[src/design/cafl_pkg.sv]
// Shared types and codes for the 8/16-bit flag-producing ALU.
// Holds the operation codes, flag bit positions and beat structs.
// No dependencies; every other design file imports this package.
`timescale 1ns / 1ps
`default_nettype none

package cafl_pkg;

    // Operation codes
    localparam logic [4:0] OP_INC8  = 5'd0;
    localparam logic [4:0] OP_DEC8  = 5'd1;
    localparam logic [4:0] OP_INC16 = 5'd2;
    localparam logic [4:0] OP_DEC16 = 5'd3;
    localparam logic [4:0] OP_INCW  = 5'd4;
    localparam logic [4:0] OP_DECW  = 5'd5;
    localparam logic [4:0] OP_ADD8  = 5'd6;
    localparam logic [4:0] OP_ADC8  = 5'd7;
    localparam logic [4:0] OP_SUB8  = 5'd8;
    localparam logic [4:0] OP_SBC8  = 5'd9;
    localparam logic [4:0] OP_AND8  = 5'd10;
    localparam logic [4:0] OP_XOR8  = 5'd11;
    localparam logic [4:0] OP_OR8   = 5'd12;
    localparam logic [4:0] OP_CP8   = 5'd13;
    localparam logic [4:0] OP_ADD16 = 5'd14;
    localparam logic [4:0] OP_ADC16 = 5'd15;
    localparam logic [4:0] OP_SUB16 = 5'd16;
    localparam logic [4:0] OP_SBC16 = 5'd17;
    localparam logic [4:0] OP_AND16 = 5'd18;
    localparam logic [4:0] OP_XOR16 = 5'd19;
    localparam logic [4:0] OP_OR16  = 5'd20;

    // Flag byte bit positions, S Z I H X V N C from bit 7 down
    localparam int FLAG_S = 7;
    localparam int FLAG_Z = 6;
    localparam int FLAG_I = 5;
    localparam int FLAG_H = 4;
    localparam int FLAG_X = 3;
    localparam int FLAG_V = 2;
    localparam int FLAG_N = 1;
    localparam int FLAG_C = 0;

    // Beat widths on the stream ports
    localparam int S_TDATA_W = 48;
    localparam int M_TDATA_W = 32;

    typedef struct packed {
        logic [7:0]  flags_in;
        logic [15:0] right_operand;
        logic [15:0] left_operand;
        logic [4:0]  req_type;
    } req_t;

    typedef struct packed {
        logic        write_back;
        logic [7:0]  flags_out;
        logic [15:0] result_value;
    } res_t;

endpackage

`default_nettype wire

[src/design/cafl_in_stage.sv]
// Input register of the ALU: captures one request beat per cycle while s_axis_tready is high.
// Depends on cafl_pkg for the request struct and beat width.
`timescale 1ns / 1ps
`default_nettype none

module cafl_in_stage (
    input  wire logic                           clk,
    input  wire logic                           rst_n,
    input  wire logic                           s_axis_tvalid,
    output logic                                s_axis_tready,
    // [4:0] req_type, [20:5] left_operand, [36:21] right_operand,
    // [44:37] flags_in, [47:45] zero
    input  wire logic [cafl_pkg::S_TDATA_W-1:0] s_axis_tdata,
    output cafl_pkg::req_t                      req,
    output logic                                req_valid,
    input  wire logic                           req_take
);
    import cafl_pkg::*;

    logic valid_reg;
    logic valid_next;
    req_t req_reg;

    // Accept when empty or when the held beat moves on this cycle
    assign s_axis_tready = !valid_reg || req_take;
    assign valid_next    = s_axis_tvalid || (valid_reg && !req_take);

    always_ff @(posedge clk or negedge rst_n)
    begin
        if (!rst_n)
        begin
            valid_reg <= 1'b0;
        end
        else if (s_axis_tready)
        begin
            valid_reg <= valid_next;
        end
    end

    // Capture payload on every accepted beat
    always_ff @(posedge clk)
    begin
        if (s_axis_tvalid && s_axis_tready)
        begin
            req_reg <= req_t'(s_axis_tdata[$bits(req_t)-1:0]);
        end
    end

    assign req       = req_reg;
    assign req_valid = valid_reg;

endmodule

`default_nettype wire

[src/design/cafl_core.sv]
// Combinational ALU datapath: result, new flags and write-back mark.
// Depends on cafl_pkg for operation codes, flag positions and structs.
`timescale 1ns / 1ps
`default_nettype none

module cafl_core (
    input  wire cafl_pkg::req_t req,
    output cafl_pkg::res_t      res
);
    import cafl_pkg::*;

    logic [7:0]  a8, b8, bx8, r8, inc8, dec8, lr8, fi;
    logic [15:0] a16, b16, bx16, r16, inc16, dec16, lr16;
    logic [8:0]  sum8;
    logic [4:0]  half8;
    logic [16:0] sum16;
    logic [12:0] half16;
    logic        sub8, sub16, ci8, ci16, cin;
    logic        c8, h8, v8, c16, h16, v16;
    logic [7:0]  af8, af16, lf8, lf16;
    logic [4:0]  op;

    assign op  = req.req_type;
    assign a8  = req.left_operand[7:0];
    assign b8  = req.right_operand[7:0];
    assign a16 = req.left_operand;
    assign b16 = req.right_operand;
    assign fi  = req.flags_in;
    assign cin = fi[FLAG_C];

    // 8-bit adder, subtract as add of inverted operand
    assign sub8 = (op == OP_SUB8) || (op == OP_SBC8) || (op == OP_CP8);
    assign ci8  = (((op == OP_ADC8) || (op == OP_SBC8)) ? cin : 1'b0) ^ sub8;
    assign bx8  = sub8 ? ~b8 : b8;
    assign sum8  = {1'b0, a8} + {1'b0, bx8} + {8'd0, ci8};
    assign half8 = {1'b0, a8[3:0]} + {1'b0, bx8[3:0]} + {4'd0, ci8};
    assign r8 = sum8[7:0];
    assign c8 = sum8[8] ^ sub8;
    assign h8 = half8[4] ^ sub8;
    assign v8 = ~(a8[7] ^ bx8[7]) & (a8[7] ^ r8[7]);
    assign af8 = {r8[7], r8 == 8'd0, fi[FLAG_I], h8, c8, v8, sub8, c8};

    // 16-bit adder, half carry out of bit 11
    assign sub16 = (op == OP_SUB16) || (op == OP_SBC16);
    assign ci16  = (((op == OP_ADC16) || (op == OP_SBC16)) ? cin : 1'b0) ^ sub16;
    assign bx16  = sub16 ? ~b16 : b16;
    assign sum16  = {1'b0, a16} + {1'b0, bx16} + {16'd0, ci16};
    assign half16 = {1'b0, a16[11:0]} + {1'b0, bx16[11:0]} + {12'd0, ci16};
    assign r16 = sum16[15:0];
    assign c16 = sum16[16] ^ sub16;
    assign h16 = half16[12] ^ sub16;
    assign v16 = ~(a16[15] ^ bx16[15]) & (a16[15] ^ r16[15]);
    assign af16 = {r16[15], r16 == 16'd0, fi[FLAG_I], h16, c16, v16, sub16, c16};

    // Logic ops; parity flag (8-bit forms only) is set for an even count of ones
    always_comb
    begin
        case (op)
            OP_AND8:  lr8 = a8 & b8;
            OP_XOR8:  lr8 = a8 ^ b8;
            default:  lr8 = a8 | b8;
        endcase
        case (op)
            OP_AND16: lr16 = a16 & b16;
            OP_XOR16: lr16 = a16 ^ b16;
            default:  lr16 = a16 | b16;
        endcase
    end
    assign lf8  = {lr8[7], lr8 == 8'd0, fi[FLAG_I], op == OP_AND8, 1'b0, ~^lr8,
                   1'b0, 1'b0};
    assign lf16 = {lr16[15], lr16 == 16'd0, fi[FLAG_I], op == OP_AND16, 1'b0, 1'b0,
                   1'b0, 1'b0};

    // Increment and decrement
    assign inc8  = a8 + 8'd1;
    assign dec8  = a8 - 8'd1;
    assign inc16 = a16 + 16'd1;
    assign dec16 = a16 - 16'd1;

    // Select result by operation
    always_comb
    begin
        res.result_value = a16;
        res.flags_out    = fi;
        res.write_back   = 1'b1;
        case (op)
            OP_INC8:
            begin
                res.result_value = {8'd0, inc8};
                res.flags_out = {inc8[7], inc8 == 8'd0, fi[FLAG_I], inc8[3:0] == 4'd0,
                                 inc8 == 8'd0, a8 == 8'h7f, 1'b0, fi[FLAG_C]};
            end
            OP_DEC8:
            begin
                res.result_value = {8'd0, dec8};
                res.flags_out = {dec8[7], dec8 == 8'd0, fi[FLAG_I], a8[3:0] == 4'd0,
                                 a8 == 8'd0, a8 == 8'h80, 1'b1, fi[FLAG_C]};
            end
            OP_INC16:
            begin
                res.result_value = inc16;
                res.flags_out = fi;
                res.flags_out[FLAG_X] = (inc16 == 16'd0);
            end
            OP_DEC16:
            begin
                res.result_value = dec16;
                res.flags_out = fi;
                res.flags_out[FLAG_X] = (dec16 == 16'hffff);
            end
            OP_INCW:
            begin
                res.result_value = inc16;
                res.flags_out = {inc16[15], inc16 == 16'd0, fi[FLAG_I], fi[FLAG_H],
                                 inc16 == 16'd0, a16 == 16'h7fff, 1'b0, fi[FLAG_C]};
            end
            OP_DECW:
            begin
                res.result_value = dec16;
                res.flags_out = {dec16[15], dec16 == 16'd0, fi[FLAG_I], fi[FLAG_H],
                                 a16 == 16'd0, a16 == 16'h8000, 1'b1, fi[FLAG_C]};
            end
            OP_ADD8, OP_ADC8, OP_SUB8, OP_SBC8:
            begin
                res.result_value = {8'd0, r8};
                res.flags_out = af8;
            end
            OP_CP8:
            begin
                res.result_value = {8'd0, r8};
                res.flags_out = af8;
                res.write_back = 1'b0;
            end
            OP_AND8, OP_XOR8, OP_OR8:
            begin
                res.result_value = {8'd0, lr8};
                res.flags_out = lf8;
            end
            OP_ADD16, OP_ADC16, OP_SUB16, OP_SBC16:
            begin
                res.result_value = r16;
                res.flags_out = af16;
            end
            OP_AND16, OP_XOR16, OP_OR16:
            begin
                res.result_value = lr16;
                res.flags_out = lf16;
            end
            default:
            begin
                // Unused code: pass operand and flags, no write-back
                res.result_value = a16;
                res.flags_out = fi;
                res.write_back = 1'b0;
            end
        endcase
    end

endmodule

`default_nettype wire

[src/design/cafl_out_stage.sv]
// Result register of the ALU: holds one result beat until taken.
// Depends on cafl_pkg for the result struct and beat width.
`timescale 1ns / 1ps
`default_nettype none

module cafl_out_stage (
    input  wire logic                      clk,
    input  wire logic                      rst_n,
    input  wire cafl_pkg::res_t            res,
    input  wire logic                      res_valid,
    output logic                           res_take,
    output logic                           m_axis_tvalid,
    input  wire logic                      m_axis_tready,
    // [15:0] result_value, [23:16] flags_out, [24] write_back, [31:25] zero
    output logic [cafl_pkg::M_TDATA_W-1:0] m_axis_tdata
);
    import cafl_pkg::*;

    logic valid_reg;
    res_t res_reg;

    // Load when empty or when the held beat leaves this cycle
    assign res_take = res_valid && (!valid_reg || m_axis_tready);

    always_ff @(posedge clk or negedge rst_n)
    begin
        if (!rst_n)
        begin
            valid_reg <= 1'b0;
        end
        else if (!valid_reg || m_axis_tready)
        begin
            valid_reg <= res_valid;
        end
    end

    always_ff @(posedge clk)
    begin
        if (res_take)
        begin
            res_reg <= res;
        end
    end

    assign m_axis_tvalid = valid_reg;
    assign m_axis_tdata  = {{(M_TDATA_W - $bits(res_t)){1'b0}}, res_reg};

endmodule

`default_nettype wire

[src/design/cpu_alu_8_16_flags.sv]
// Top level of the 8/16-bit flag-producing ALU.
// Depends on cafl_pkg, cafl_in_stage, cafl_core and cafl_out_stage.
//
//  Channel   Dir  Beat content (low bit up)
//  s_axis    in   req_type, left_operand, right_operand, flags_in
//  m_axis    out  result_value, flags_out, write_back
//
// One request per cycle while m_axis is not stalled; each taken beat passes
// through the input register, one pass of the ALU logic and the result register.
// rst_n clears both stage valid bits asynchronously; payload is not reset.
// A stall on m_axis holds the result register; an empty input register
// still takes one beat, then s_axis_tready stays low until m_axis_tready.
`timescale 1ns / 1ps
`default_nettype none

module cpu_alu_8_16_flags (
    input  wire logic                           clk,
    input  wire logic                           rst_n,
    input  wire logic                           s_axis_tvalid,
    output logic                                s_axis_tready,
    // [4:0] req_type, [20:5] left_operand, [36:21] right_operand,
    // [44:37] flags_in, [47:45] zero
    input  wire logic [cafl_pkg::S_TDATA_W-1:0] s_axis_tdata,
    output logic                                m_axis_tvalid,
    input  wire logic                           m_axis_tready,
    // [15:0] result_value, [23:16] flags_out, [24] write_back, [31:25] zero
    output logic [cafl_pkg::M_TDATA_W-1:0]      m_axis_tdata
);
    import cafl_pkg::*;

    req_t req;
    res_t res;
    logic req_valid;
    logic req_take;

    // Register the request beat
    cafl_in_stage u_in (
        .clk           (clk),
        .rst_n         (rst_n),
        .s_axis_tvalid (s_axis_tvalid),
        .s_axis_tready (s_axis_tready),
        .s_axis_tdata  (s_axis_tdata),
        .req           (req),
        .req_valid     (req_valid),
        .req_take      (req_take)
    );

    // Compute result and flags
    cafl_core u_core (
        .req (req),
        .res (res)
    );

    // Register and hand off the result beat
    cafl_out_stage u_out (
        .clk           (clk),
        .rst_n         (rst_n),
        .res           (res),
        .res_valid     (req_valid),
        .res_take      (req_take),
        .m_axis_tvalid (m_axis_tvalid),
        .m_axis_tready (m_axis_tready),
        .m_axis_tdata  (m_axis_tdata)
    );

endmodule

`default_nettype wire

[config.mk]
export PLATFORM = sky130hd
export DESIGN_NAME = cpu_alu_8_16_flags
export DESIGN_NICKNAME = d
export VERILOG_FILES = /design/src/design/cafl_pkg.sv /design/src/design/cafl_in_stage.sv /design/src/design/cafl_core.sv /design/src/design/cafl_out_stage.sv /design/src/design/cpu_alu_8_16_flags.sv
export SDC_FILE = /design/constraint.sdc
export NUM_CORES = 1
export LEC_CHECK = 0
export ABC_AREA = 1
export ABC_CLOCK_PERIOD_IN_PS = 6100
export BUFFER_PORTS_ARGS = -buffer_cell sky130_fd_sc_hd__buf_2
export CORE_MARGIN = 5
export CORE_UTILIZATION = 50
export CTS_BUF_LIST = sky130_fd_sc_hd__clkbuf_4
export DETAILED_ROUTE_END_ITERATION = 10
export PLACE_DENSITY_LB_ADDON = 0.3
export SLEW_MARGIN = 15
export SYNTH_ARGS = -nofsm -noshare
export SYNTH_HDL_FRONTEND = slang
export SYNTH_SLANG_ARGS = --single-unit
export TNS_END_PERCENT = 100
[constraint.sdc]
create_clock -name clk -period 6.1 [get_ports clk]
set_clock_uncertainty 0.05 [all_clocks]
set_input_delay 1.22 -clock clk [delete_from_list [all_inputs] [get_ports clk]]
set_output_delay 1.22 -clock clk [all_outputs]
set_load 0.1 [all_outputs]
# Word-level counts from Yosys, hierarchy flattened
# Cells that the tools add are included.
# classes
bitwise_logic,22
reduce_logical,33
mux,8
n_addsub,12
eq_ne,25
# op_table
cell,n
$pmux 24 s10,1
$logic_not 16->1,5
$eq 5x4->1 const B,8
$logic_not 8->1,5
$eq 16x16->1 const B,2
$pmux 16 s2,1
$eq 5x5->1 const B,5
$eq 5x3->1 const B,4
$reduce_or 20->1,1
$add 16x16->17,1
$add 17x1->17,1
$add 16x1->16 const B,1
$and 16x16->16,1
$eq 16x15->1 const B,1
$mux 16,1
$not 16->16,1
$or 16x16->16,1
$pmux 8 s2,1
$sub 16x1->16 const B,1
$xor 16x16->16,1
$add 12x12->13,1
$add 13x1->13,1
$eq 5x2->1 const B,2
$xor 1x1->1,10
other kinds (26),43
# totals
out_inout_bits,34
input_bits,52
regBits,72
wordCells,109

# Depth between registers and ports, before layout
# Gate-level depths: netlist of run 1.
# depth
depth_word,9
ltp_mapped,23
depth_no_buf,21

# By module
# Synthesis of run 1 repeated with hierarchy kept, for this count alone.
# unflattened
hier_cells,1066
area_unflattened_um2,7410.9
# by_module_without_submodules
module,area_per_inst_um2,instances,cells_each
cafl_core,5158.7,1,976
cafl_in_stage,1396.3,1,51
cafl_out_stage,855.8,1,39

# Worst setup path after synthesis of run 1
# Ideal clock, no wire load.
# synth_timing
kind,register -> register
start,reg u_in.req_reg (netlist bit u_in.req[3])
end,reg u_out.res_reg (netlist bit u_out.m_axis_tdata[16]) (data pin)
stages_incl_launch_ff,21
setup_slack_ns,2.473
synth_period_minus_slack_ns,3.627
n_path_buf,1
t_arrival_ns,3.312
path_cell_list,edfxtp_1 > nor2_4 > nand3_1 > nand2_2 > inv_2 > buf_2 > nor2_1 > nand2_1 > xor2_1 > fa_1 > fa_1 > nand3_1 > nand2_1 > nand2_1 > nand2_1 > a21oi_1 > inv_1 > nand2_1 > nand4_1 > a21oi_1 > o21ai_0
# synth_lines
element,line_no,rtl
start: declaration,cafl_in_stage.sv:22,req_t req_reg;
start signal: assignment,cafl_in_stage.sv:45,req_reg <= req_t'(s_axis_tdata[$bits(req_t)-1:0]);
end signal: assignment,cafl_out_stage.sv:41,res_reg <= res;
end: declaration,cafl_out_stage.sv:20,res_t res_reg;

==> impl_summary.log, run 1 <==
[metrics] run status: finished clean
[metrics] clock edge transition at the registers on the reported setup and hold paths: 0.13 ns
[metrics] number of flip-flops under the largest register name: 45
[metrics] kind of launch point of the worst setup path: register
[metrics] count of unresolved DRC violations after routing: 0
[metrics] sink count of the clock tree: 72
[metrics] GRT overflow: 0
[metrics] setup repair after global routing missed its margin: false
[metrics] mapped cell area: 0.00742 mm2
[metrics] total negative setup slack: 0 ns
[metrics] CTS hold repair buffers: 0
[metrics] Worst R2R Path Depth: 20
[metrics] met3 demand-to-capacity share in global routing: 0.0473
[metrics] antenna viol nets, final: 0
[metrics] Worst Setup SP: u_in.req[1]$_DFFE_PP_
[metrics] Finished Cell Area: 0.00801 mm2
[metrics] data arrival at the endpoint of the critical path: 5.08 ns
[metrics] Buffers on Ports: 75
[metrics] final critical-path setup slack: 1.14 ns
[metrics] maximum level of the CTS H-tree: 3
[metrics] kind of end point of the critical path: register
[metrics] fraction of final layout cells sized beyond drive strength 1: 0.111
[metrics] classification of the worst-slack hold path: register to register
[metrics] Area growth, synth to finish: 7.91%
[metrics] met2 global-route usage: 0.417
[metrics] post-detailed-placement cell area: 0.00788 mm2
[metrics] global routing usage summed across all routing layers: 0.274
[metrics] CTS Root Buffer Type: clkbuf_4
[metrics] Worst R2R End: u_out.m_axis_tdata[16]$_DFFE_PP_
[metrics] via count: 7582
[metrics] leakage power of the design: 3.90 nW
[metrics] Antenna Diode Count: 0
[metrics] largest area contributor in the netlist: edfxtp_1
[metrics] number of optimization iterations in the first detailed-route pass: 6
[metrics] largest net degree at the start of global routing: 46
[metrics] top-area cell type share of the netlist area: 0.283
[metrics] io pins: 86
[metrics] Gate Count Post-Synth: 1075
[metrics] HPWL after detailed placement: 18800 um
[metrics] post-synthesis average cell area: 6.90 um2
[metrics] reported max-cap violation count: 0
[metrics] routed wire length: 24300 um
[metrics] global-route track usage on met1: 0.389
[metrics] clock latency at the later pin of the worst-skew pair: 0.48 ns
[metrics] post-cts resize count: 0
[metrics] number of buffers inserted by post-CTS setup repair: 0
[metrics] via density per instance: 5.71
[metrics] initial cell density of the core: 0.511
[metrics] Nets: 1260
[metrics] maximum vdd drop: 0.123 mV
[metrics] die height: 132 um
[metrics] first-pass GRT wire length: 37800 um
[metrics] most instantiated flip-flop cell in the synthesis netlist: edfxtp_1
[metrics] power density normalized to cell area: 211 mW/mm2
[metrics] number of antenna violations at the first check in global routing: 0
[metrics] number of distinct library cells after synthesis: 52
[metrics] num rows: 44
[metrics] worst-path fanout max: 22
[metrics] Die Width: 132 um
[metrics] number of max-slew violations in the final report: 0
[metrics] Worst-Margin Slew: 0.994 ns
[metrics] CTS Buffer Depth: 2
[metrics] Finish-stage setup viols: 0
[metrics] R2R Path Start: u_in.req[1]$_DFFE_PP_
[metrics] Worst Setup Slack post-DPL: 1.39 ns
[metrics] Post-synth EDFFs: 70
[metrics] worst slew slack as a fraction of its limit: 0.337
[metrics] path type of the worst setup path: register to register
[metrics] fillers: 1486
[metrics] total clock buffers created by CTS: 9
[metrics] average wire length per cell after detail routing: 18.3 um
[metrics] crit path capture: u_out.m_axis_tdata[16]$_DFFE_PP_
[metrics] vias in the first global route: 6950
[metrics] number of warnings printed during yosys synthesis: 0
[metrics] #FFs+latches synth: 72
[metrics] Hold Violations, Final: 0
[metrics] Total Die Area: 0.0174 mm2
[metrics] fraction of the yosys area taken by sequential cells: 0.290
[metrics] largest cells by area after synthesis: edfxtp_1 28%, nand2_1 16%, ha_1 11%, inv_1 6.4%, nor2_1 5.7%
[metrics] routing layer with the top usage in global route: met2
[metrics] core footprint: 0.0145 mm2
[metrics] maximum clock frequency: 202 MHz
[metrics] weighted congestion at the end of routability-driven global placement: 0.990
[metrics] Initial DRC Count: 1044
[metrics] worst endpoint required time: 6.23 ns
[metrics] clock period minus worst slack: 4.96 ns
[metrics] share of synthesized flip-flops with an asynchronous set or reset: 0.0278
[metrics] TritonCTS clock tree: done
[metrics] final critical-path share of the clock period: 0.813
[metrics] Worst R2R Setup Slack: 1.14 ns
## cells in the final DEF (no fill, tap or decap), types with 4 or more instances in the layout
cell type  netlist  final
ha_1            65     65
a21oi_1         35     34
nor2_2           8      8
o21ai_1         23     23
nand4_1         26     26
xor2_1          36     36
inv_1          127    126
buf_2           17     75
xnor2_1          5      5
inv_2           12     13
nor3_1          15     15
nand3b_1         7      7
nand3_1         83     83
nand2_1        321    321
nand2_2          4      4
a31oi_1          9      9
fa_1             4      4
o21ai_0         25     25
conb_1           1      7
o21bai_1         5      5
edfxtp_1        70     70
nor2_1         112    112
o22ai_1          9      9
clkbuf_4         0      9
## layer usage
metal | vias up | share of wire
met2 | 377 | 0.43
li1 | 3675 | -
met4 | 0 | 0.038
met5 | - | 0
met3 | 75 | 0.097
met1 | 3455 | 0.43
## metrics by stage
step / total power [mW] / util / instances / hold WS [ns]
floorplan: 1.21 / - / 1081 / 0.350
CTS: 1.68 / 0.551 / 1328 / 0.400
global placement: 1.37 / 0.542 / 1312 / 0.352
global route: 1.78 / 0.551 / 1328 / 0.404
detailed placement: 1.38 / 0.542 / 1312 / 0.361
finish: 1.69 / 0.551 / 1328 / 0.400
## cells in the mapped netlist, drive strengths merged, types with 3 or more instances
library cell,instances
nand2,326
inv,139
nor2,122
nand3,84
edfxtp,70
ha,65
o21ai,48
xor2,36
a21oi,35
buf,30
nand4,26
nor3,17
a31oi,9
o22ai,9
nand3b,7
o21bai,5
or2,5
xnor2,5
fa,4
o211ai,4
a211oi,3
o2111ai,3
## how the worst min path moves through the flow
stage / slack, ns / depth (start not counted) / endpoint / startpoint
finish: 0.40 / 0 / u_out.m_axis_tdata[21]$_DFFE_PP_ / u_in.req[42]$_DFFE_PP_
global route: 0.40 / 0 / u_out.m_axis_tdata[21]$_DFFE_PP_ / u_in.req[42]$_DFFE_PP_
CTS: 0.40 / 0 / u_out.m_axis_tdata[21]$_DFFE_PP_ / u_in.req[42]$_DFFE_PP_
detailed placement: 0.36 / 0 / u_out.m_axis_tdata[21]$_DFFE_PP_ / u_in.req[42]$_DFFE_PP_
global placement: 0.35 / 0 / u_out.m_axis_tdata[21]$_DFFE_PP_ / u_in.req[42]$_DFFE_PP_
floorplan: 0.35 / 0 / u_out.m_axis_tdata[21]$_DFFE_PP_ / u_in.req[42]$_DFFE_PP_
## worst max-delay path: stages, from the launching register on
cell and delay (ns):
edfxtp_1 0.68, inv_1 0.16, nand3_1 0.12, buf_4 0.36, nand2_2 0.19, inv_2 0.27
nor2_1 0.10, nand2_1 0.08, xor2_1 0.08, fa_1 0.46, fa_1 0.43, nand3_1 0.11
nand2_1 0.10, nand2_1 0.09, nand2_1 0.07, a21oi_1 0.30, inv_1 0.11, nand2_1 0.10
nand4_1 0.09, a21oi_1 0.47, o21ai_0 0.24
## where the power goes
group	leakage [nW]	switching [mW]	internal, mW
Sequential	0.694	0.0469	0.601
Combinational	3.14	0.546	0.187
Clock	0.0668	0.185	0.120
Total	3.90	0.778	0.909
## layout make-up
cell class | instances | area, um2 | share of cell area
clock buffers | 9 | 67.6 | 0.00844
flip-flops and latches | 72 | 2150 | 0.269
inverters | 140 | 526 | 0.0656
multi-input cells | 838 | 4570 | 0.571
well taps | 184 | 230 | 0.0287
clock inverters | 7 | 62.6 | 0.00781
repair buffers | 78 | 398 | 0.0497
## kinds of logic (layout without fill, tap and decap cells)
kind of cell               Yosys count  count (layout)  share of synthesized area
buffers and inverters              171             234                     0.0974
xor gates and xnor gates            41              41                     0.0484
DFF                                 72              72                      0.290
other                                1               7                   0.000505
AOI/OAI and AO/OA                  127             127                      0.100
adders and majority gates           69              69                      0.120
and+or+nand+nor                    594             594                      0.343
Power figures use the tool's default switching activity.
==> run 2: changes to the inputs <==
ABC_AREA = 0   (was 1)
ABC_CLOCK_PERIOD_IN_PS = 4760   (was 6100)
clock period = 4.76 ns   (was 6.1 ns; I/O delays follow)
==> impl_summary.log, run 2 <==
[metrics] final critical-path setup slack: 0.425 ns (-0.718 ns)
[metrics] kind of launch point of the worst setup path: register
[metrics] CTS Root Buffer Type: clkbuf_4
[metrics] Buffers on Ports: 75 (unchanged)
[metrics] worst-path fanout max: 11 (-50%)
[metrics] number of optimization iterations in the first detailed-route pass: 6 (unchanged)
[metrics] io pins: 86 (unchanged)
[metrics] count of unresolved DRC violations after routing: 0 (unchanged)
[metrics] CTS hold repair buffers: 0 (unchanged)
[metrics] path type of the worst setup path: register to register
[metrics] clock edge transition at the registers on the reported setup and hold paths: 0.11 ns (-0.02 ns)
[metrics] share of synthesized flip-flops with an asynchronous set or reset: 0.0278 (unchanged)
[metrics] HPWL after detailed placement: 16500 um (-12%)
[metrics] largest cells by area after synthesis: edfxtp_1 30%, ha_1 12%, xnor2_1 7.1%, a21oi_1 3.3%, mux2i_1 3.3%
[metrics] data arrival at the endpoint of the critical path: 4.59 ns (-0.49 ns)
[metrics] weighted congestion at the end of routability-driven global placement: 0.967 (-2.3%)
[metrics] initial cell density of the core: 0.509 (-0.00148)
[metrics] Initial DRC Count: 876 (-16%)
[metrics] number of buffers inserted by post-CTS setup repair: 0 (unchanged)
[metrics] Post-synth top cells: 70 x edfxtp_1, 65 x ha_1, 57 x xnor2_1
[metrics] Worst Setup Slack post-DPL: 0.529 ns (-0.864 ns)
[metrics] run status: finished clean
[metrics] routed wire length: 21700 um (-10%)
[metrics] slowest library cell on the worst path: edfxtp_1
[metrics] Die Width: 129 um (-2.2%)
[metrics] total negative setup slack: 0 ns (unchanged)
[metrics] Nets: 963 (-24%)
[metrics] Pint: 1.25 mW (+38%)
[metrics] switching power total: 0.918 mW (+18%)
[metrics] Total Die Area: 0.0166 mm2 (-4.4%)
[metrics] sink count of the clock tree: 72 (unchanged)
[metrics] num rows: 43 (-2.3%)
[metrics] CP peak stage delay: 0.59 ns (-0.09 ns)
[metrics] TritonCTS clock tree: done
[metrics] number of antenna violations at the first check in global routing: 2 (+2)
[metrics] fraction of the yosys area taken by sequential cells: 0.304 (+0.0145)
[metrics] antenna viol nets, final: 0 (unchanged)
[metrics] commonest non-fill, non-tap cells in the layout: 75 x buf_2, 70 x edfxtp_1, 65 x ha_1, 57 x xnor2_1, 56 x nand2_1
[metrics] maximum level of the CTS H-tree: 3 (unchanged)
[metrics] global routing usage summed across all routing layers: 0.262 (-0.0111)
[metrics] clock period minus worst slack: 4.33 ns (-0.622 ns)
[metrics] first-pass GRT wire length: 33300 um (-12%)
[metrics] Worst R2R Path Depth: 13 (-35%)
[metrics] leakage power of the design: 3.03 nW (-22%)
[metrics] Worst R2R End: u_out.m_axis_tdata[22]$_DFFE_PP_
[metrics] power density normalized to cell area: 280 mW/mm2 (+33%)
[metrics] GRT overflow: 0 (unchanged)
[metrics] worst endpoint required time: 5.02 ns (-1.21 ns)
[metrics] post-synthesis average cell area: 9.02 um2 (+31%)
[metrics] number of warnings printed during yosys synthesis: 0 (unchanged)
[metrics] relative contribution of combinational cells to total power: 0.416 (-0.018)
[metrics] largest net degree at the start of global routing: 61 (+33%)
[metrics] vias in the first global route: 6013 (-13%)
[metrics] Total Power Consumption: 2.17 mW (+29%)
[metrics] #FFs+latches synth: 72 (unchanged)
[metrics] Sw Share: 0.424 (-0.0376)
[metrics] maximum vdd drop: 0.170 mV (+38%)
[metrics] R2R Path Start: u_in.req[3]$_DFFE_PP_
[metrics] worst slew slack as a fraction of its limit: 0.289 (-0.0481)
[metrics] kind of end point of the critical path: register
[metrics] fraction of final layout cells sized beyond drive strength 1: 0.175 (+0.0637)
[metrics] largest area contributor in the netlist: edfxtp_1
[metrics] part of the power in the clock network: 0.205 (+0.024)
[metrics] total clock buffers created by CTS: 9 (unchanged)
[metrics] Worst R2R Setup Slack: 0.43 ns (-0.72 ns)
[metrics] cells traversed along the worst timing path: nand2b_1, nor3_2, xnor2_1, fa_1, fa_1, a21o_2, a221oi_4, or3_2, a31oi_2, a21o_2, a211o_2, a2111o_1, o21ai_2
[metrics] number of max-slew violations in the final report: 0 (unchanged)
[metrics] Finish-stage setup viols: 0 (unchanged)
[metrics] number of distinct library cells after synthesis: 89 (+71%)
[metrics] clock latency at the later pin of the worst-skew pair: 0.49 ns (about the same)
[metrics] Hold Violations, Final: 0 (unchanged)
[metrics] classification of the worst-slack hold path: input port to async pin
[metrics] Worst-Margin Slew: 1.07 ns (+0.0721 ns)
[metrics] number of flip-flops under the largest register name: 45 (unchanged)
[metrics] average wire length per cell after detail routing: 21.2 um (+16%)
[metrics] reported max-cap violation count: 0 (unchanged)
[metrics] final critical-path share of the clock period: 0.911 (+0.0980)
[metrics] top-area cell type share of the netlist area: 0.297 (+0.0142)
[metrics] core footprint: 0.0139 mm2 (-4.5%)
[metrics] via density per instance: 6.43 (+13%)
[metrics] post-cts resize count: 0 (unchanged)
[metrics] CTS Buffer Depth: 2 (unchanged)
[metrics] Area growth, synth to finish: 9.61%
[metrics] mapped cell area: 0.00707 mm2 (-4.8%)
[metrics] Gate Count Post-Synth: 784 (-27%)
[metrics] setup repair after global routing missed its margin: false
[metrics] die height: 129 um (-2.2%)
[metrics] Seq pwr share: 0.379 (-0.005)
[metrics] most instantiated flip-flop cell in the synthesis netlist: edfxtp_1
[metrics] most frequent cell after synthesis: edfxtp_1
[metrics] commonest non-fill, non-tap cell in the layout: buf_2
[metrics] maximum clock frequency: 231 MHz (+14%)
[metrics] via count: 6606 (-13%)
[metrics] Post-synth EDFFs: 70 (unchanged)
[run 2: cell families after synthesis]
logic type / synth area share
simple gates: 0.196
compound gates: 0.190
buf+inv: 0.0542
flops: 0.304
fa+ha+maj: 0.126
xor+xnor: 0.0793
mux: 0.0485
other cells: 0.000531
[run 2: per-layer routing]
metal | share of wire | GRT usage | wire length (um) | vias to the layer above
li1 | - | - | - | 3049
met1 | 0.42 | 0.364 | 9160 | 3101
met2 | 0.44 | 0.395 | 9530 | 389
met4 | 0.029 | 0.0797 | 621 | 2
met5 | 0.00060 | 0 | 13 | -
met3 | 0.11 | 0.0789 | 2410 | 65
[run 2: critical path, delay by kind of cell (launching register included)]
| kind | cells | cell delay [ns] |
|---|---|---|
| compound gates | 7 | 1.82 |
| fa+ha+maj | 2 | 0.93 |
| simple gates | 3 | 0.67 |
| flops | 1 | 0.59 |
| xor+xnor | 1 | 0.12 |
[run 2: final cells by class]
cell class	count	area, um2
Antenna cell	1	2.50
Clock inverter	7	86.3
Inverter	40	150
Sequential cell	72	2150
Fill cell	1293	6130
Timing Repair Buffer	91	495
Tap cell	180	225
Clock buffer	9	67.6
Multi-Input combinational cell	628	4570
[run 2: through the flow]
step	instance area (um2)	std cells	hold slack, ns	util
2_1_floorplan	7090	790	0.350	-
3_3_place_gp	7590	1011	0.353	0.547
3_5_place_dp	7590	1011	0.356	0.547
4_1_cts	7740	1027	0.163	0.558
5_1_grt	7750	1028	0.160	0.558
6_report	7750	1028	0.205	0.558
[run 2: power by group through the flow]
| stage | logic (mW) | registers (mW) | clock network [mW] |
|---|---|---|---|
| 2_1_floorplan | 0.516 | 0.990 | 0 |
| 3_3_place_gp | 0.877 | 0.832 | 0 |
| 3_5_place_dp | 0.881 | 0.833 | 0 |
| 4_1_cts | 0.884 | 0.818 | 0.463 |
| 5_1_grt | 0.960 | 0.825 | 0.487 |
| 6_report | 0.902 | 0.821 | 0.444 |
[run 2: worst max-delay path by stage]
stage / startpoint / to / slack [ns]
global route: u_in.req[2]$_DFFE_PP_ / u_out.m_axis_tdata[16]$_DFFE_PP_ / 0.17
finish: u_in.req[3]$_DFFE_PP_ / u_out.m_axis_tdata[22]$_DFFE_PP_ / 0.43
CTS: u_in.req[3]$_DFFE_PP_ / u_out.m_axis_tdata[22]$_DFFE_PP_ / 0.48
floorplan: u_in.req[0]$_DFFE_PP_ / u_out.m_axis_tdata[22]$_DFFE_PP_ / 0.24
detailed placement: u_in.req[3]$_DFFE_PP_ / u_out.m_axis_tdata[22]$_DFFE_PP_ / 0.53
global placement: u_in.req[3]$_DFFE_PP_ / u_out.m_axis_tdata[22]$_DFFE_PP_ / 0.56
